## config.mk

```make
export PLATFORM = sky130hd
export DESIGN_NAME = brb_cmd_queue
export DESIGN_NICKNAME = d
export VERILOG_FILES = /design/src/brb_pkg.sv /design/src/brb_cmd_queue.sv
export SDC_FILE = /design/constraint.sdc
export NUM_CORES = 1
export LEC_CHECK = 0
export ABC_AREA = 1
export ABC_CLOCK_PERIOD_IN_PS = 10330
export BUFFER_PORTS_ARGS = -buffer_cell sky130_fd_sc_hd__buf_2
export CAP_MARGIN = 20
export CELL_PAD_IN_SITES_DETAIL_PLACEMENT = 0
export CELL_PAD_IN_SITES_GLOBAL_PLACEMENT = 1
export CORE_MARGIN = 4
export CORE_UTILIZATION = 48
export CTS_CLUSTER_DIAMETER = 50
export CTS_CLUSTER_SIZE = 16
export DETAILED_ROUTE_END_ITERATION = 6
export HOLD_SLACK_MARGIN = 0.1
export MAX_ROUTING_LAYER = met4
export PLACE_DENSITY_LB_ADDON = 0.1
export SKIP_CTS_REPAIR_TIMING = 1
export SLEW_MARGIN = 30
export SYNTH_ARGS = -nofsm -noshare
export SYNTH_HDL_FRONTEND = slang
export SYNTH_SLANG_ARGS = --single-unit
```

## constraint.sdc

```tcl
create_clock -name aclk -period 10.33 [get_ports aclk]
set_input_delay 1.033 -clock aclk [delete_from_list [all_inputs] [get_ports aclk]]
set_output_delay 1.033 -clock aclk [all_outputs]
set_load 0.03 [all_outputs]
```

## src/brb_pkg.sv

```systemverilog
// Shared types and constants for the byte ring buffer burst core.
package brb_pkg;

    // Default geometry
    localparam int BRB_DEPTH     = 1024;
    localparam int BRB_MAX_BURST = 8;

    // Field widths fixed by the stream format
    localparam int LEN_W    = 4;
    localparam int DATA_W   = 64;
    localparam int STATUS_W = 2;
    localparam int USED_W   = 11;
    localparam int BYTE_IDX_W = 3;   // byte lane within the 64-bit word

    // Command queue between front and back
    localparam int QUEUE_DEPTH = 2;
    localparam int QUEUE_AW    = 1;
    localparam int QUEUE_CW    = 2;

    // Request kinds
    localparam logic FUNC_WRITE = 1'b0;
    localparam logic FUNC_READ  = 1'b1;

    // Result status codes
    localparam logic [STATUS_W-1:0] ST_OK      = 2'd0;
    localparam logic [STATUS_W-1:0] ST_BAD_LEN = 2'd1;
    localparam logic [STATUS_W-1:0] ST_NO_DATA = 2'd2;
    localparam logic [STATUS_W-1:0] ST_NO_ROOM = 2'd3;

    // Classified request handed from front to back
    typedef struct packed {
        logic                func;
        logic [LEN_W-1:0]    len;
        logic [DATA_W-1:0]   wdata;
        logic [STATUS_W-1:0] status;
        logic [USED_W-1:0]   used;
    } cmd_t;

endpackage

```

## src/brb_cmd_queue.sv

```systemverilog
// Two-entry command queue between the front and back ends.
module brb_cmd_queue import brb_pkg::*; (
    input  logic aclk,
    input  logic aresetn,
    input  logic push,
    input  cmd_t push_cmd,
    output logic full,
    input  logic pop,
    output logic nonempty,
    output cmd_t pop_cmd
);

    cmd_t                entry_reg [QUEUE_DEPTH];
    logic [QUEUE_AW-1:0] wr_ptr_reg, rd_ptr_reg;
    logic [QUEUE_CW-1:0] count_reg;

    assign full     = (count_reg == QUEUE_CW'(QUEUE_DEPTH));
    assign nonempty = (count_reg != '0);
    assign pop_cmd  = entry_reg[rd_ptr_reg];

    // Entry storage
    always_ff @(posedge aclk) begin
        if (push) begin
            entry_reg[wr_ptr_reg] <= push_cmd;
        end
    end

    // Pointers and fill count
    always_ff @(posedge aclk) begin
        if (!aresetn) begin
            wr_ptr_reg <= '0;
            rd_ptr_reg <= '0;
            count_reg  <= '0;
        end else begin
            if (push) wr_ptr_reg <= wr_ptr_reg + 1'b1;
            if (pop)  rd_ptr_reg <= rd_ptr_reg + 1'b1;
            if (push && !pop) begin
                count_reg <= count_reg + 1'b1;
            end else if (pop && !push) begin
                count_reg <= count_reg - 1'b1;
            end
        end
    end

endmodule

```

* Yosys cells after proc, flatten, opt, wreduce, memory -nomap -nowiden
Memories as Yosys holds them, arrays and structs flattened. A register that Yosys moved wholly into a read port is not among the register bits. Cells that the tools add are included.
Storage, ports and cells: register bits after elaboration 4, memory bits (writable) 164, bits of input ports 86, output and inout bits 84, word-level logic and storage cells 21, memories kept 1
Memory list:
- entry_reg | words 2, width 82, rd ports 1, clocked after Yosys merged registers in 1, wr ports 1, line brb_cmd_queue.sv:13 | cmd_t entry_reg [QUEUE_DEPTH];
Cells by class: add/subtract/negate cells 4, equal/unequal tests 1, multiplexer cells 6, reductions and logical operators 6
Operators by type and width (count):
- $mux W1 | 4
- $mux W2 | 2
- $reduce_bool A2 Y1 | 2
- $add A1 B1 Y1 const B | 2
- $add A2 B1 Y2 const B | 1
- $eq A2 B2 Y1 const B | 1
- $logic_and A1 B1 Y1 | 2
- $logic_not A1 Y1 | 2
- $sub A2 B1 Y2 const B | 1

* Depth between registers and ports, before layout
Gate-level depths: netlist (run 1).
depth after elaboration 4, gate-level depth with buffers 8, depth with buffers taken out 8

* Worst setup path after synthesis (run 1)
No wires, ideal clock.
kind input -> register, start point input push, end point memory entry_reg[0][0] (netlist name), enable pin, setup time 0.525 ns, arrival 4.508 ns, required time 9.805 ns, slack 5.297 ns, stages on the path 2, path buffers 0, path through inv_1 > nor2_1
Between the ends: cells in the longest elaborated chain, start to end 2
RTL lines:
- start: declaration | line brb_cmd_queue.sv:5 | input logic push,
- $mux W1 | line brb_cmd_queue.sv:23 | if (push) begin
- $mux W1 (not written as such) | line brb_cmd_queue.sv:24 | entry_reg[wr_ptr_reg] <= push_cmd;
- end: declaration | line brb_cmd_queue.sv:13
No other way between the ends.

==> results of run 1 <==
-- layer usage --
layer / up-vias / global-route usage / part of all wire
li1: 1502 / - / -
met1: 1519 / 0.170 / 0.42
met2: 119 / 0.246 / 0.50
met3: 14 / 0.0480 / 0.070
met4: 0 / 0.0677 / 0.016
met5: - / - / 0
-- cell usage after synthesis --
master	count	area, um^2
a21oi_1	1	5.00
buf_12	8	160
buf_6	1	11.3
dfxtp_1	5	100
edfxtp_1	164	4920
ha_1	1	12.5
inv_1	8	30.0
mux2_2	2	22.5
mux2_4	80	1200
nand2_1	9	33.8
nand3_1	1	5.00
nand4_1	1	6.26
nor2_1	8	30.0
o21ai_0	1	5.00
-- worst max path at each step --
stage	cells past startpoint	startpoint	slack, ns	endpoint
global route	3	flop	6.48	pop_cmd[62]
CTS	3	flop	6.58	pop_cmd[62]
global placement	3	flop	7.04	pop_cmd[62]
floorplan	2	push	5.30	entry_reg[0][0]$_DFFE_PP_
finish	3	flop	6.66	pop_cmd[62]
detailed placement	3	flop	7.03	pop_cmd[62]
-- critical path: cells and delay by family, from the launching register on --
kind / cells / cell delay, ns
buffers and inverters: 2 / 0.86
flip-flops: 1 / 0.95
multiplexers: 1 / 0.40
-- kinds of logic (layout without fill, tap and decap cells) --
logic type,after synthesis,in the layout,synth area share
compound gates,2,2,0.00153
fa+ha+maj,1,1,0.00191
buf+inv,17,213,0.0308
flops,169,169,0.767
mux,82,82,0.187
other cells,0,2,0
simple gates,19,19,0.0115
-- cell type report --
cell class / count / share of cell area
antenna: 2 / 0.000616
clock buffer: 19 / 0.0533
clock inverter: 12 / 0.0192
inverter: 8 / 0.00385
multi-input combinational: 104 / 0.164
sequential: 169 / 0.619
tap: 176 / 0.0271
timing repair buffer: 174 / 0.114
-- cells in the final DEF, fill, tap and decap left out --
cell	instances
a21oi_1	1
buf_4	3
nor2_1	7
o21ai_0	1
ha_1	1
nand3_1	1
clkinv_1	3
dfxtp_1	4
clkinv_2	6
buf_16	2
mux2_4	80
nand4_1	1
clkbuf_1	2
nor2_4	1
dfxtp_4	1
clkbuf_16	17
mux2_2	2
edfxtp_1	164
bufinv_16	4
buf_2	169
nand2_1	9
inv_1	7
diode_2	2
-- report_power, final --
part | switching, W | leakage, nW | internal [W]
Combinational | 0.000117 | 1.41 | 0.0000830
Sequential | 0.0000162 | 1.58 | 0.000794
Clock | 0.000230 | 0.293 | 0.000398
Total | 0.000363 | 3.29 | 0.00127
-- through the flow --
stage	area (um^2)	utilization	cells
6_report	8130	0.611	664
3_3_place_gp	7480	0.562	629
3_5_place_dp	7530	0.567	631
4_1_cts	8120	0.611	662
5_1_grt	8130	0.611	664
2_1_floorplan	6550	-	290
==> metrics.md, run 1 <==
| Metric | Value |
|---|---|
| Syn nets | `~380` |
| Clock transition at path regs | `approximately 0.06 ns` |
| Fillers | `1,005` |
| Final Max Tran Viols | `0` |
| Fraction of layout cells with a size suffix above 1 | `0.586` |
| FF+latch count, synth | `about 170` |
| Worst hold start | `rd_ptr_reg$_SDFFE_PN0P_` |
| Status | `completed` |
| Yosys Warn Count | `0` |
| Final min period | `3.67 ns` |
| Post-Syn Instances | `between 200 and 300` |
| # H-tree levels | `4` |
| Kind of critical path | `reg -> out` |
| Hold Worst Slack | `about 0.50 ns` |
| Final HPWL DP | `~7.3 mm` |
| TritonCTS clock tree | `built` |
| Worst R2R Setup Slack | `~8.4 ns` |
| Die span in x | `~120 um` |
| R2R cell count | `3` |
| Crit-path max cell delay | `~0.95 ns` |
| Grt ovf | `0` |
| Worst setup margin | `around 6.7 ns` |
| Power density cells | `between 200 and 250 nW/um^2` |
| Crit path required time | `~9.3 ns` |
| Final ANT Viol Nets | `0` |
| Routed len/inst | `around 17 um` |
| Sink Count | `~170` |
| Initial Util | `0.492` |
| CTS root buf | `clkbuf_16` |
| Synth cell types | `14` |
| Critical path arrival | `between 2 and 3 ns` |
| Sequential cell area | `between 5000 and 6000 um^2` |
| Sum Neg Setup Slack | `0 ns` |
| RSZ-0062 raised after global routing | `false` |
| Max cap viols | `0` |
| Critical Path Source Type | `flop` |
| Pin count of the biggest net entering global routing | `slightly above 60` |
| Core footprint | `13,300 um^2` |
| Max Clock Freq | `0.272 GHz` |
| Port Buf Inserts | `about 170` |
| Leakage | `roughly 3.3 nW` |
| GP Congestion | `0.706` |
| R2R Path Start | `wr_ptr_reg$_SDFFE_PN0P_` |
| Tightest Hold Check Type | `reg -> reg` |
| Maximum VDD drop | `0.137 mV` |
| Total Routing Usage GR | `0.150` |
| Cell area after synthesis | `between 6000 and 7000 um^2` |
| Inserted Clock Buffers | `17` |
| First drt pass iteration count | `4` |
| Via count | `approximately 3,200` |
| Register area share after synthesis | `0.767` |
| Worst skew pair latency | `0.41 ns` |
| Die area | `15,600 um^2` |
| Max Clock Skew | `0.00736 ns` |
| Num ports | `170` |
| Detailed Route WL | `approximately 11 mm` |
| Nets | `approximately 560` |
| Power Total | `approximately 0.0016 W` |
| First-pass GRT wire length | `roughly 17 mm` |
| Final period util | `0.355` |
| Final hold violation count | `0` |
| Worst Hold Depth | `2` |
| Slew margin rel. | `0.391` |
| Count of final setup violators | `0` |
| Iter 0 DRT Violations | `168` |
| Drt drc | `0` |
| Post-place setup slack | `7.03 ns` |
| Max FFs per register | `164` |
| Syn avg cell area | `22.6 um^2` |
| Crit end category | `output port` |
| Antenna violations before repair | `2` |
| Crit-path max FO | `48` |
| Footprint of the multi-input gates | `1330 um^2` |
| Reg-to-reg endpoint | `entry_reg[1][0]$_DFFE_PP_` |
| Die Span Y | `~120 um` |
| Synth-to-Final Area Change | `24.1%` |
| Clk buf depth | `2` |
| Rows | `42` |
| CP Cell Sequence | `buf_4, mux2_2, buf_2` |
| Vias per cell | `4.75` |
| Slew @ Worst Pin | `just over 0.9 ns` |
| Vias in the first global route | `~3,400` |
| Worst path slowest cell | `dfxtp_4` |
No activity file was read; power rests on OpenSTA's default activity.
==> run 2, diff against run 1 <==
ABC_CLOCK_PERIOD_IN_PS = 3300   (was 10330)
CORE_UTILIZATION = 40   (was 48)
clock period = 3.3 ns   (was 10.33 ns; I/O delays follow)
==> run 2 against run 1 <==
Setup slack worse by 5.7 ns. Worst hold slack worse by 0.38 ns. Die area up 19%.
==> metrics.md, run 2 (same netlist as run 1, synthesis figures left out) <==
| Metric | Value |
|---|---|
| Status | `completed` |
| Max cap viols | `0` |
| Most frequent cells in the layout | `169 x buf_2, 164 x edfxtp_1, 80 x mux2_4, 77 x dlygate4sd3_1, 17 x clkbuf_16` |
| Via count | `3,508` |
| Leakage | `between 3 and 4 nW` |
| Switching share of power | `0.226` |
| Clock transition at path regs | `approximately 0.06 ns` |
| Sink Count | `about 170` |
| Synth-to-Final Area Change | `37.9%` |
| Max FFs per register | `about 160` |
| Die span in x | `136 um` |
| Core footprint | `between 15,000 and 20,000 um^2` |
| Nets | `640` |
| First-pass GRT wire length | `~18 mm` |
| TritonCTS clock tree | `built` |
| Share of power burned in the clock network | `0.407` |
| Dpl cells | `673` |
| Port Buf Inserts | `169` |
| RSZ-0062 raised after global routing | `false` |
| CTS root buf | `clkbuf_16` |
| Worst skew pair latency | `~0.42 ns` |
| Sw power | `0.00123 W` |
| Final Max Tran Viols | `0` |
| Critical Path Source Type | `flop` |
| Clk buf depth | `2` |
| Slew margin rel. | `0.585` |
| # H-tree levels | `4` |
| Grt ovf | `0` |
| Placed Area | `7580 um^2` |
| Total Routing Usage GR | `0.133` |
| Antenna violations before repair | `0` |
| Power Total | `between 0.005 and 0.006 W` |
| Final period util | `0.714` |
| Iter 0 DRT Violations | `approximately 180` |
| Tightest Hold Check Type | `in -> reg` |
| Post-place setup slack | `between 1 and 1.5 ns` |
| Max Clock Freq | `0.424 GHz` |
| Detailed Route WL | `between 10 and 15 mm` |
| Routed len/inst | `between 15 and 20 um` |
| Max Clock Skew | `~0.0033 ns` |
| Rows | `46` |
| Final ANT Viol Nets | `0` |
| Critical path arrival | `just over 2 ns` |
| GP Congestion | `between 0.7 and 0.8` |
| Count of final setup violators | `0` |
| Crit end category | `output port` |
| Drt drc | `0` |
| Num ports | `170` |
| Final hold violation count | `0` |
| Vias in the first global route | `3,298` |
| Part of the power in registers | `0.463` |
| Maximum VDD drop | `between 0.2 and 0.3 mV` |
| Initial Util | `0.411` |
| Worst R2R Setup Slack | `about 1.8 ns` |
| Sum Neg Setup Slack | `0 ns` |
| Commonest non-fill, non-tap cell in the layout | `buf_2` |
| Diode count | `0` |
| Pin count of the biggest net entering global routing | `45` |
| Pint | `0.00422 W` |
| Final min period | `about 2.4 ns` |
| Kind of critical path | `reg -> out` |
| Power density cells | `603 nW/um^2` |
| Filler-free cell count of the finished design | `roughly 780` |
| Combinational Power Share | `0.129` |
| Fraction of layout cells with a size suffix above 1 | `0.516` |
| Worst setup margin | `between 0.9 and 1 ns` |
| Fin area | `9030 um^2` |
| Die area | `about 18,000 um^2` |
| First drt pass iteration count | `4` |
| Slew @ Worst Pin | `between 0.6 and 0.7 ns` |
| Final HPWL DP | `roughly 7.9 mm` |
| Vias per cell | `between 4 and 5` |
| Inserted Clock Buffers | `17` |
| Crit path required time | `around 3 ns` |
| Crit-path max FO | `26` |
| Die Span Y | `approximately 140 um` |
-- run 2: cell count changes in the layout (fill, tap and decap cells not counted) --
cell / before / now
clkbuf_1: 2 / 0
diode_2: 2 / 0
clkinvlp_4: 0 / 4
clkinv_2: 6 / 1
inv_6: 0 / 1
bufinv_16: 4 / 6
dlygate4sd3_1: 0 / 77
buf_4: 3 / 5
buf_16: 2 / 0
clkinv_4: 0 / 3
buf_12: 0 / 2
clkinv_1: 3 / 1
-- run 2: layout make-up --
cell class | count | area (um^2)
clock inverters | 15 | 249
multi-input cells | 104 | 1330
inverters | 8 | 31.3
well taps | 216 | 270
clock buffers | 17 | 425
fillers | 1310 | 6920
repair buffers | 253 | 1690
flip-flops and latches | 169 | 5030
-- run 2: power by group through the flow --
stage | Sequential (W) | Combinational [W] | Clock, W
6_report | 0.00252 | 0.000705 | 0.00222
5_1_grt | 0.00253 | 0.000751 | 0.00238
4_1_cts | 0.00252 | 0.000644 | 0.00228
3_5_place_dp | 0.00257 | 0.000643 | 0
3_3_place_gp | 0.00257 | 0.000637 | 0
2_1_floorplan | 0.00256 | 0.000482 | 0
-- run 2: critical path, cell delays in order, from the launching register on --
cell     delay [ns]
dfxtp_4        0.67
buf_4          0.39
mux2_4         0.34
buf_2          0.18
-- run 2: path summary, 6_finish.rpt --
check	startpoint	end	depth (start not counted)
worst max-delay path	flop	pop_cmd[11]	3
worst min-delay path	push_cmd[54]	entry_reg[1][54]$_DFFE_PP_	1
worst max register to register	wr_ptr_reg$_SDFFE_PN0P_	entry_reg[1][61]$_DFFE_PP_	3
worst min register to register	rd_ptr_reg$_SDFFE_PN0P_	rd_ptr_reg$_SDFFE_PN0P_	2
-- run 2: per-stage QoR --
stage	hold WS, ns	util
6_report	0.123	0.566
5_1_grt	0.102	0.566
4_1_cts	0.0712	0.518
3_5_place_dp	0.480	0.476
3_3_place_gp	0.477	0.476
2_1_floorplan	0.429	-
-- run 2: metal layers --
metal | vias to the layer above | part of all wire | global-route usage
met4 | 0 | 0.019 | 0.0588
met1 | 1720 | 0.42 | 0.158
li1 | 1654 | - | -
met3 | 21 | 0.063 | 0.0470
met2 | 113 | 0.50 | 0.206
met5 | - | 0 | -
