`src/brb_pkg.sv`:
```
// Shared types and constants for the byte ring buffer burst core.
package brb_pkg;

    // Default geometry
    localparam int BRB_DEPTH     = 1024;
    localparam int BRB_MAX_BURST = 8;

    // Field widths fixed by the stream format
    localparam int LEN_W    = 4;
    localparam int DATA_W   = 64;
    localparam int STATUS_W = 2;
    localparam int USED_W   = 11;
    localparam int BYTE_IDX_W = 3;   // byte lane within the 64-bit word

    // Command queue between front and back
    localparam int QUEUE_DEPTH = 2;
    localparam int QUEUE_AW    = 1;
    localparam int QUEUE_CW    = 2;

    // Request kinds
    localparam logic FUNC_WRITE = 1'b0;
    localparam logic FUNC_READ  = 1'b1;

    // Result status codes
    localparam logic [STATUS_W-1:0] ST_OK      = 2'd0;
    localparam logic [STATUS_W-1:0] ST_BAD_LEN = 2'd1;
    localparam logic [STATUS_W-1:0] ST_NO_DATA = 2'd2;
    localparam logic [STATUS_W-1:0] ST_NO_ROOM = 2'd3;

    // Classified request handed from front to back
    typedef struct packed {
        logic                func;
        logic [LEN_W-1:0]    len;
        logic [DATA_W-1:0]   wdata;
        logic [STATUS_W-1:0] status;
        logic [USED_W-1:0]   used;
    } cmd_t;

endpackage

```
`src/brb_front.sv`:
```
// Front end: accepts requests, checks them against the used count, emits commands.
module brb_front import brb_pkg::*; #(
    parameter int DEPTH     = BRB_DEPTH,
    parameter int MAX_BURST = BRB_MAX_BURST
) (
    input  logic        aclk,
    input  logic        aresetn,
    input  logic        s_tvalid,
    output logic        s_tready,
    input  logic [71:0] s_tdata,   // [3:0] length, [67:4] write_data, rest zero
    input  logic [0:0]  s_tuser,   // [0] func
    input  logic        q_full,
    output logic        q_push,
    output cmd_t        q_cmd
);

    localparam int UW = $clog2(DEPTH + 1);
    localparam int CW = UW + LEN_W;

    logic [UW-1:0]     used_reg, used_next;
    logic [LEN_W-1:0]  len;
    logic [CW-1:0]     len_ext, used_ext, room_ext;
    logic [CW-1:0]     after_ext;
    logic [STATUS_W-1:0] status;
    logic [UW+USED_W-1:0] used_wide;

    assign len      = s_tdata[3:0];
    assign len_ext  = CW'(len);
    assign used_ext = CW'(used_reg);
    assign room_ext = CW'(DEPTH) - used_ext;

    assign s_tready = !q_full;
    assign q_push   = s_tvalid && s_tready;

    // Classify the request against the bytes committed so far
    always_comb begin
        status    = ST_OK;
        after_ext = used_ext;
        if (len == '0 || len_ext > CW'(MAX_BURST)) begin
            status = ST_BAD_LEN;
        end else if (s_tuser[0] == FUNC_READ) begin
            if (len_ext > used_ext) begin
                status = ST_NO_DATA;
            end else begin
                after_ext = used_ext - len_ext;
            end
        end else begin
            if (len_ext > room_ext) begin
                status = ST_NO_ROOM;
            end else begin
                after_ext = used_ext + len_ext;
            end
        end
        used_next = after_ext[UW-1:0];
    end

    assign used_wide = (UW + USED_W)'(used_next);

    always_comb begin
        q_cmd.func   = s_tuser[0];
        q_cmd.len    = len;
        q_cmd.wdata  = s_tdata[67:4];
        q_cmd.status = status;
        q_cmd.used   = used_wide[USED_W-1:0];
    end

    // Used count tracks every accepted request
    always_ff @(posedge aclk) begin
        if (!aresetn) begin
            used_reg <= '0;
        end else if (q_push) begin
            used_reg <= used_next;
        end
    end

endmodule

```
`config.mk`:
```
export PLATFORM = sky130hd
export DESIGN_NAME = brb_front
export DESIGN_NICKNAME = d
export VERILOG_FILES = /design/src/brb_pkg.sv /design/src/brb_front.sv
export SDC_FILE = /design/constraint.sdc
export NUM_CORES = 1
export LEC_CHECK = 0
export BUFFER_PORTS_ARGS = -buffer_cell sky130_fd_sc_hd__buf_2
export CELL_PAD_IN_SITES_DETAIL_PLACEMENT = 1
export CELL_PAD_IN_SITES_GLOBAL_PLACEMENT = 2
export CORE_MARGIN = 8
export CORE_UTILIZATION = 19
export DETAILED_ROUTE_END_ITERATION = 8
export PLACE_DENSITY = 0.79
export SKIP_CTS_REPAIR_TIMING = 1
export SYNTH_ARGS = -nofsm -noshare
export SYNTH_HDL_FRONTEND = slang
export SYNTH_SLANG_ARGS = --single-unit
```
`constraint.sdc`:
```
create_clock -name aclk -period 3.1 [get_ports aclk]
set_clock_uncertainty 0.15 [all_clocks]
set_input_delay 0.31 -clock aclk [delete_from_list [all_inputs] [get_ports aclk]]
set_output_delay 0.31 -clock aclk [all_outputs]
set_load 0.02 [all_outputs]
```
# ---- Word-level counts from Yosys, hierarchy flattened
# Cells that the tools add are included.
# W data, S select, Z words.
dict set report op_classes {
  muxes 8
  reduce_logical 4
  n_addsub 3
  order_cmp 3
}
# operator n
set ops {}
lappend ops {{$mux W11} 4}
lappend ops {{$gt A4 B15 Y1} 1}
lappend ops {{$sub A11 B11 Y12 const A} 1}
lappend ops {{$add A11 B4 Y11} 1}
lappend ops {{$gt A4 B11 Y1} 1}
lappend ops {{$sub A11 B4 Y11} 1}
lappend ops {{$mux W2} 4}
lappend ops {{$gt A4 B4 Y1 const B} 1}
lappend ops {{$logic_not A4 Y1} 1}
lappend ops {{$logic_and A1 B1 Y1} 1}
lappend ops {{$logic_not A1 Y1} 1}
lappend ops {{$logic_or A1 B1 Y1} 1}
dict set report word_totals {
  inputBits 77
  ff_bits 11
  wordCells 19
}

# ---- Longest topological paths before layout
# Gate-level depths: netlist of run 1.
dict set report logic_depth {
  ltp_word 5
  depth_mapped 12
}

# ---- Worst setup path after synthesis of run 1
# No wires, ideal clock.
dict set report synth_path {
  kind {register -> output}
  startpoint {register used_reg[1]}
  endpoint {output q_cmd[9] in the netlist's numbering}
  arrival_ns 2.758
  stages_incl_launch_ff 11
  n_path_buf 0
  t_required_ns 2.640
  setup_slack_ns -0.118
  cell_sequence {dfxtp_1 > or4_4 > nand2_1 > ha_1 > nand4_1 > o21ai_0 > a211oi_1 > a31oi_1 > nor4b_4 > nand2b_4 > a211oi_1}
}
# element line_no
set synth_lines {}
lappend synth_lines {{from (decl)} brb_front.sv:20} ;# logic [UW-1:0] used_reg, used_next;
lappend synth_lines {{from (signal assigned)} brb_front.sv:72} ;# used_reg <= used_next;
lappend synth_lines {{to (decl)} brb_front.sv:14} ;# output cmd_t q_cmd

==> results of run 1 <==
## critical path, cell delays in order, from the launching register on
cell and delay (ps):
dfxtp_2 350, or4_4 540, buf_6 140, or4_4 480, a22oi_2 220, buf_4 150
a31oi_2 90, buf_4 160, a22o_2 240, a22o_1 190, buf_4 160
## report_power, final
part           switching, mW  internal, mW  leakage [nW]
Sequential           0.00522         0.145        0.0902
Clock                 0.0690        0.0910        0.0228
Combinational          0.168         0.139         0.828
## final timing paths
kind                                               start                         to  slack, ps  depth (start not counted)
worst min-delay path                              q_full  used_reg[10]$_SDFFE_PN0P_        310                          3
worst max register to register  used_reg[1]$_SDFFE_PN0P_   used_reg[6]$_SDFFE_PN0P_        260                         10
worst max-delay path            used_reg[1]$_SDFFE_PN0P_                   q_cmd[2]       -320                         10
worst min register to register  used_reg[8]$_SDFFE_PN0P_   used_reg[8]$_SDFFE_PN0P_        460                          2
## area by class of cell
class | instances | area (sq um) | share of cell area, %
multi-input combinational | 166 | 1250 | 56.5
timing repair buffer | 63 | 469 | 21.1
sequential | 11 | 225 | 10.1
tap | 136 | 170 | 7.67
inverter | 15 | 56.3 | 2.54
clock buffer | 4 | 45.0 | 2.03
## cell families after synthesis
group / after synthesis
mux: 1
xor+xnor: 13
buf+inv: 92
flops: 11
fa+ha+maj: 15
compound gates: 57
simple gates: 80
## stage by stage
step,power [mW],std cells
2_1_floorplan,0.440,269
3_3_place_gp,0.415,385
3_5_place_dp,0.423,385
4_1_cts,0.585,389
5_1_grt,0.661,395
6_report,0.617,395
## cells in the final DEF, fill, tap and decap left out, types with 4 or more instances in the layout
master / instances
nand3_1: 10
or4_1: 4
ha_1: 12
dfxtp_1: 9
inv_1: 15
o21ai_0: 8
a21oi_1: 7
nand2_1: 10
nand2b_1: 7
a21boi_1: 4
nor2b_1: 4
buf_2: 16
o21ai_1: 7
xnor2_1: 7
nor2_1: 18
xor2_1: 6
buf_4: 42
or3_1: 7
## routing by layer
metal  global-route usage (%)  part of all wire [%]
met4                     4.11                   1.1
met2                     14.3                    49
met3                     2.27                   6.1
met5                        0                     0
met1                     9.23                    44
==> results by group, run 1 <==
Synth
  – Syn Inst Count: ~270
  – Ys Warns: 0
  – Largest family of logic cells by synthesized area: buffers and inverters
  – Mapped Area: about 2000 sq um
  – Most common cell in the netlist: buf_4
  – Number of library cell types mapped by synthesis: 52
  – Synth top area share: 25.7%
  – Mux share of post-synthesis cell area: 0.496%
  – Compound-Gate Fraction of Synth Area: between 10% and 20%
  – Mean Syn Cell Area: ~7.5 sq um
  – Top cells by area, synth: buf_4, dfxtp_1, ha_1
  – Post-Synth XOR/XNOR Area: under 10%
  – Ys async rst share: 0%
  – Adder-cell area share of the yosys netlist: between 10% and 20%
  – Ys flop type: dfxtp_1
  – Net Count, Synth: about 360
  – Post-synth top area cell: buf_4
  – Synth cell count leaders: buf_4, nor2_1, inv_1
  – EDFF count, synth: 0
  – Post-synthesis sequential area ratio: between 10% and 20%
  – Area share of and/or/nand/nor cells after synthesis: a little under a quarter
  – Number of synthesized register bits: 11

Place
  – Count of input and output buffers: 28
  – Place WS: -124 ps
  – Hpwl dp: 4840 microns
  – Final GP Congestion: 0.852
  – Cell area after placement: about 2000 sq um

Pwr
  – Leakage power: ~0.94 nW
  – PwrDens: around 280 nW/um^2
  – Peak supply drop: 88.5 uV

Cells and area
  – Max reg flops: 11
  – Area grow syn2layout: 10.0%
  – Design area: around 2200 sq um
  – Share of cells above drive strength 1: 34.7%
  – Final nets: between 300 and 400
  – Final core occ: a little over a fifth
  – Ant diodes: 0
  – Fill count: ~1200

STA
  – Hold_ws: about 310 ps
  – Max-slew headroom: 52.3%
  – Worst setup margin: -322 ps
  – Final Cycle Share: 110%
  – Setup TNS Final: -2770 ps
  – Tmin final: 3420 ps
  – Final Hold Fails: 0
  – Fmax achieved: about 0.3 GHz
  – Worst slew pin tran: roughly 710 ps
  – Finish-stage setup viols: 12
  – Slew Limit Fails: 0
  – RSZ-0062 raised after global routing: yes

Global routing
  – Initial antenna violation count: 0
  – Gr usage total: under 10%
  – Total gr overflow: 0
  – Largest net degree at the start of global routing: 15
  – Vias in the first global route: a little under 2000
  – First-pass GRT wire length: 9640 microns

CTS
  – CTS tree: yes
  – CTS Sinks: 11
  – Max clock buf depth: 2
  – CTS H-tree lvls: 1
  – CTS root buf: clkbuf_8
  – TritonCTS buffer count: 3
  – Clk slew on worst S/H paths: ~60 ps
  – Clk_lat worst skew: 250 ps

Drt
  – Average wire per standard cell: around 16 microns
  – Total wire length: about 6100 microns
  – Mean number of vias per cell: roughly 4.4
  – Pre-antenna DRT Iters: 4
  – DR vias: 1757
  – Post-route ant nets: 0
  – DRC: 0
  – 1st-iter DRT viols: 83

Floorplanning
  – Row count: 37
  – Die Wd: 119 microns
  – Core Box Area: 10300 sq um
  – Die H: 119 microns
  – Initial Util: between 10% and 20%
  – Ports: 161
  – Die ar.: 14200 sq um

Worst setup path
  – Critical path class: reg -> out
  – CP arrival: 2960 ps
  – CP endpoint kind: output pin
  – Worst setup SP type: flip-flop
  – Critical Path RT: around 2600 ps
  – Largest fanout on the critical path: 5

Job
  – Max-cap violations: 0

Hold path
  – Hold Path Class: in -> reg

Run status
  – Status: complete, but fails checks
  – Violated checks: setup timing
Power figures use the tool's default switching activity.
==> run 2, diff against run 1 <==
ABC_AREA = 1   (was default)
PLACE_DENSITY = 0.8   (was 0.79)
==> run 2 against run 1 <==
Compared with the run above: the flow still finishes with violations (setup timing); combinational power increased by 56%; flip-flop and latch count unchanged; final cell count increased by 21%; critical path depth increased by 5; sequential share of layout area decreased by 0.66 points; first-iteration DRC count increased by 9.6%; synthesized cell count increased by 35%; worst hold slack got worse by 76 ps; global-route usage decreased by 0.14 points; via count increased by 14%; critical endpoint is now q_cmd[12]; largest power group unchanged.
==> results by group, run 2 <==
Synth
  – EDFF count, synth: 0 (unchanged)
  – Top cells by area, synth: buf_4, nand2_1, dfxtp_1 (was buf_4, dfxtp_1, ha_1)
  – Post-synth top area cell: buf_4 (unchanged)
  – Number of library cell types mapped by synthesis: 28 (was 52)
  – Ys Warns: 0 (unchanged)
  – Synth top area share: 23.7% (was 25.7%)
  – Post-synthesis sequential area ratio: 9.78% (was 10.9%)
  – Ys async rst share: 0% (unchanged)
  – Mapped Area: 2250 sq um (was 2020 sq um)
  – Ys flop type: dfxtp_1 (unchanged)
  – Most common cell in the netlist: nand2_1 (was buf_4)
  – Synth cell count leaders: nand2_1, buf_4, inv_1 (was buf_4, nor2_1, inv_1)
  – Net Count, Synth: 455 (was 361)
  – Syn Inst Count: 363 (was 269)
  – Mean Syn Cell Area: 6.20 sq um (was 7.50 sq um)
  – Number of synthesized register bits: 11 (unchanged)

CTS
  – CTS H-tree lvls: 1 (unchanged)
  – CTS root buf: clkbuf_16 (was clkbuf_8)
  – CTS Sinks: 11 (unchanged)
  – CTS tree: yes (unchanged)
  – Clk slew on worst S/H paths: 50 ps (was 60 ps)
  – Clk_lat worst skew: 250 ps (about the same)
  – Max clock buf depth: 2 (unchanged)
  – TritonCTS buffer count: 3 (unchanged)

Run status
  – Violated checks: setup timing (unchanged)
  – Status: complete, but fails checks (unchanged)

STA
  – Finish-stage setup viols: 8 (was 12)
  – Worst setup margin: -67.1 ps (was -322 ps)
  – Worst slew pin tran: 559 ps (was 708 ps)
  – Tmin final: 3170 ps (was 3420 ps)
  – Final Cycle Share: 102% (was 110%)
  – Slew Limit Fails: 0 (unchanged)
  – Final Hold Fails: 0 (unchanged)
  – RSZ-0062 raised after global routing: yes (unchanged)
  – Hold_ws: 232 ps (was 308 ps)
  – Fmax achieved: 0.316 GHz (was 0.292 GHz)
  – Max-slew headroom: 62.6% (was 52.3%)
  – Setup TNS Final: -294 ps (was -2770 ps)

Cells and area
  – Share of cells above drive strength 1: 30.8% (was 34.7%)
  – Commonest cells after routing, fill and taps aside: nand2_1, inv_1, nand3_1 (was buf_4, nor2_1, buf_2)
  – Final nets: 427 (was 352)
  – Most common cell after layout, fill and taps aside: nand2_1 (was buf_4)
  – Ant diodes: 0 (unchanged)
  – Area grow syn2layout: 6.00% (was 10.0%)
  – Max reg flops: 11 (unchanged)
  – Finished Layout Cells: 477 (was 395)

Worst setup path
  – CP endpoint kind: output pin (unchanged)
  – Critical path class: reg -> out (unchanged)
  – Critical Path RT: 2640 ps (about the same)
  – Largest fanout on the critical path: 8 (was 5)
  – CP arrival: 2710 ps (was 2960 ps)
  – Worst setup SP type: flip-flop (unchanged)

Floorplanning
  – Row count: 39 (was 37)
  – Die Wd: 125 microns (was 119 microns)
  – Ports: 161 (unchanged)
  – Core Box Area: 11500 sq um (was 10300 sq um)
  – Initial Util: 19.5% (about the same)
  – Die H: 125 microns (was 119 microns)
  – Die ar.: 15600 sq um (was 14200 sq um)

Drt
  – Average wire per standard cell: 14.1 microns (was 15.5 microns)
  – Mean number of vias per cell: 4.21 (was 4.45)
  – Pre-antenna DRT Iters: 4 (unchanged)
  – 1st-iter DRT viols: 91 (was 83)
  – Metal2 WL: 3290 microns (was 3010 microns)
  – Met1 wire length: 3050 microns (was 2670 microns)
  – Wire length on met3: 310 microns (was 373 microns)
  – DRC: 0 (unchanged)
  – Max Used Layer: met4 (unchanged)
  – Post-route ant nets: 0 (unchanged)
  – Total wire length: 6730 microns (was 6130 microns)
  – DR vias: 2006 (was 1757)

Place
  – Hpwl dp: 5340 microns (was 4840 microns)
  – Inst Count DP: 466 (was 385)
  – Final GP Congestion: 0.846 (was 0.852)
  – Count of input and output buffers: 28 (unchanged)

Global routing
  – Gr usage total: 8.16% (was 8.30%)
  – Total gr overflow: 0 (unchanged)
  – Largest net degree at the start of global routing: 15 (unchanged)
  – Initial antenna violation count: 0 (unchanged)
  – First-pass GRT wire length: 10500 microns (was 9640 microns)
  – Vias in the first global route: 2032 (was 1938)

Pwr
  – PwrDens: 381 nW/um^2 (was 278 nW/um^2)
  – Leakage power: 1.24 nW (was 0.941 nW)
  – Peak supply drop: 165 uV (was 88.5 uV)

Job
  – Max-cap violations: 0 (unchanged)

Hold path
  – Hold Path Class: in -> reg (unchanged)
==> run 2: logic make-up (layout without fill, tap and decap cells) <==
family	count (synthesis)	after routing	synth area share, %
flops	11	11	9.78
xor+xnor	11	11	4.95
fa+ha+maj	15	15	9.01
compound gates	38	38	8.78
buf+inv	125	96	33.1
simple gates	163	163	34.4
==> run 2: layout make-up <==
cell class / count / area [sq um]
Inverter: 50 / 193
Clock buffer: 4 / 78.8
Multi-Input combinational cell: 227 / 1410
Sequential cell: 11 / 226
Timing Repair Buffer: 42 / 302
Fill cell: 1463 / 9130
Tap cell: 143 / 179
==> run 2: per-stage QoR <==
stage	util, %	instance area, sq um	worst slack (ps)	total power, mW
after floorplan	-	2250	297	0.598
after global placement	17.9	2070	167	0.581
after detailed placement	17.9	2070	44.6	0.595
after CTS	18.6	2140	-233	0.857
after global routing	20.7	2390	-219	0.981
final	20.7	2390	-67.1	0.909
==> run 2: power breakdown <==
| group | internal (mW) | switching, mW | total, mW |
|---|---|---|---|
| clock | 0.174 | 0.0813 | 0.256 |
| combinational | 0.181 | 0.298 | 0.479 |
| sequential | 0.152 | 0.0224 | 0.175 |
| total | 0.508 | 0.401 | 0.909 |
==> run 2: worst max-delay path, cell delays in order (launching register included) <==
cell and delay (ps):
dfxtp_2 350, nor2_4 120, nand2_2 80, xor2_1 150, ha_1 300, nand2_2 90
nor2_2 40, nor2_1 90, nand3_1 110, nor2_2 160, nand3_2 130, nor2_4 190
nand2_4 150, buf_4 200, a21oi_4 140, buf_4 160
==> run 2: routing by layer <==
layer,vias to the layer above,GRT usage (%)
li1,1006,-
met1,944,10.2
met2,46,13.7
met3,10,2.05
met4,0,1.86
met5,-,0
==> run 2: path summary, 6_finish.rpt <==
kind,from,end,cells past startpoint,slack [ps]
min reg2reg,used_reg[1]$_SDFFE_PN0P_,used_reg[1]$_SDFFE_PN0P_,4,470
min,aresetn,used_reg[3]$_SDFFE_PN0P_,3,230
max,used_reg[2]$_SDFFE_PN0P_,q_cmd[12],15,-70
max reg2reg,used_reg[2]$_SDFFE_PN0P_,used_reg[5]$_SDFFE_PN0P_,18,390
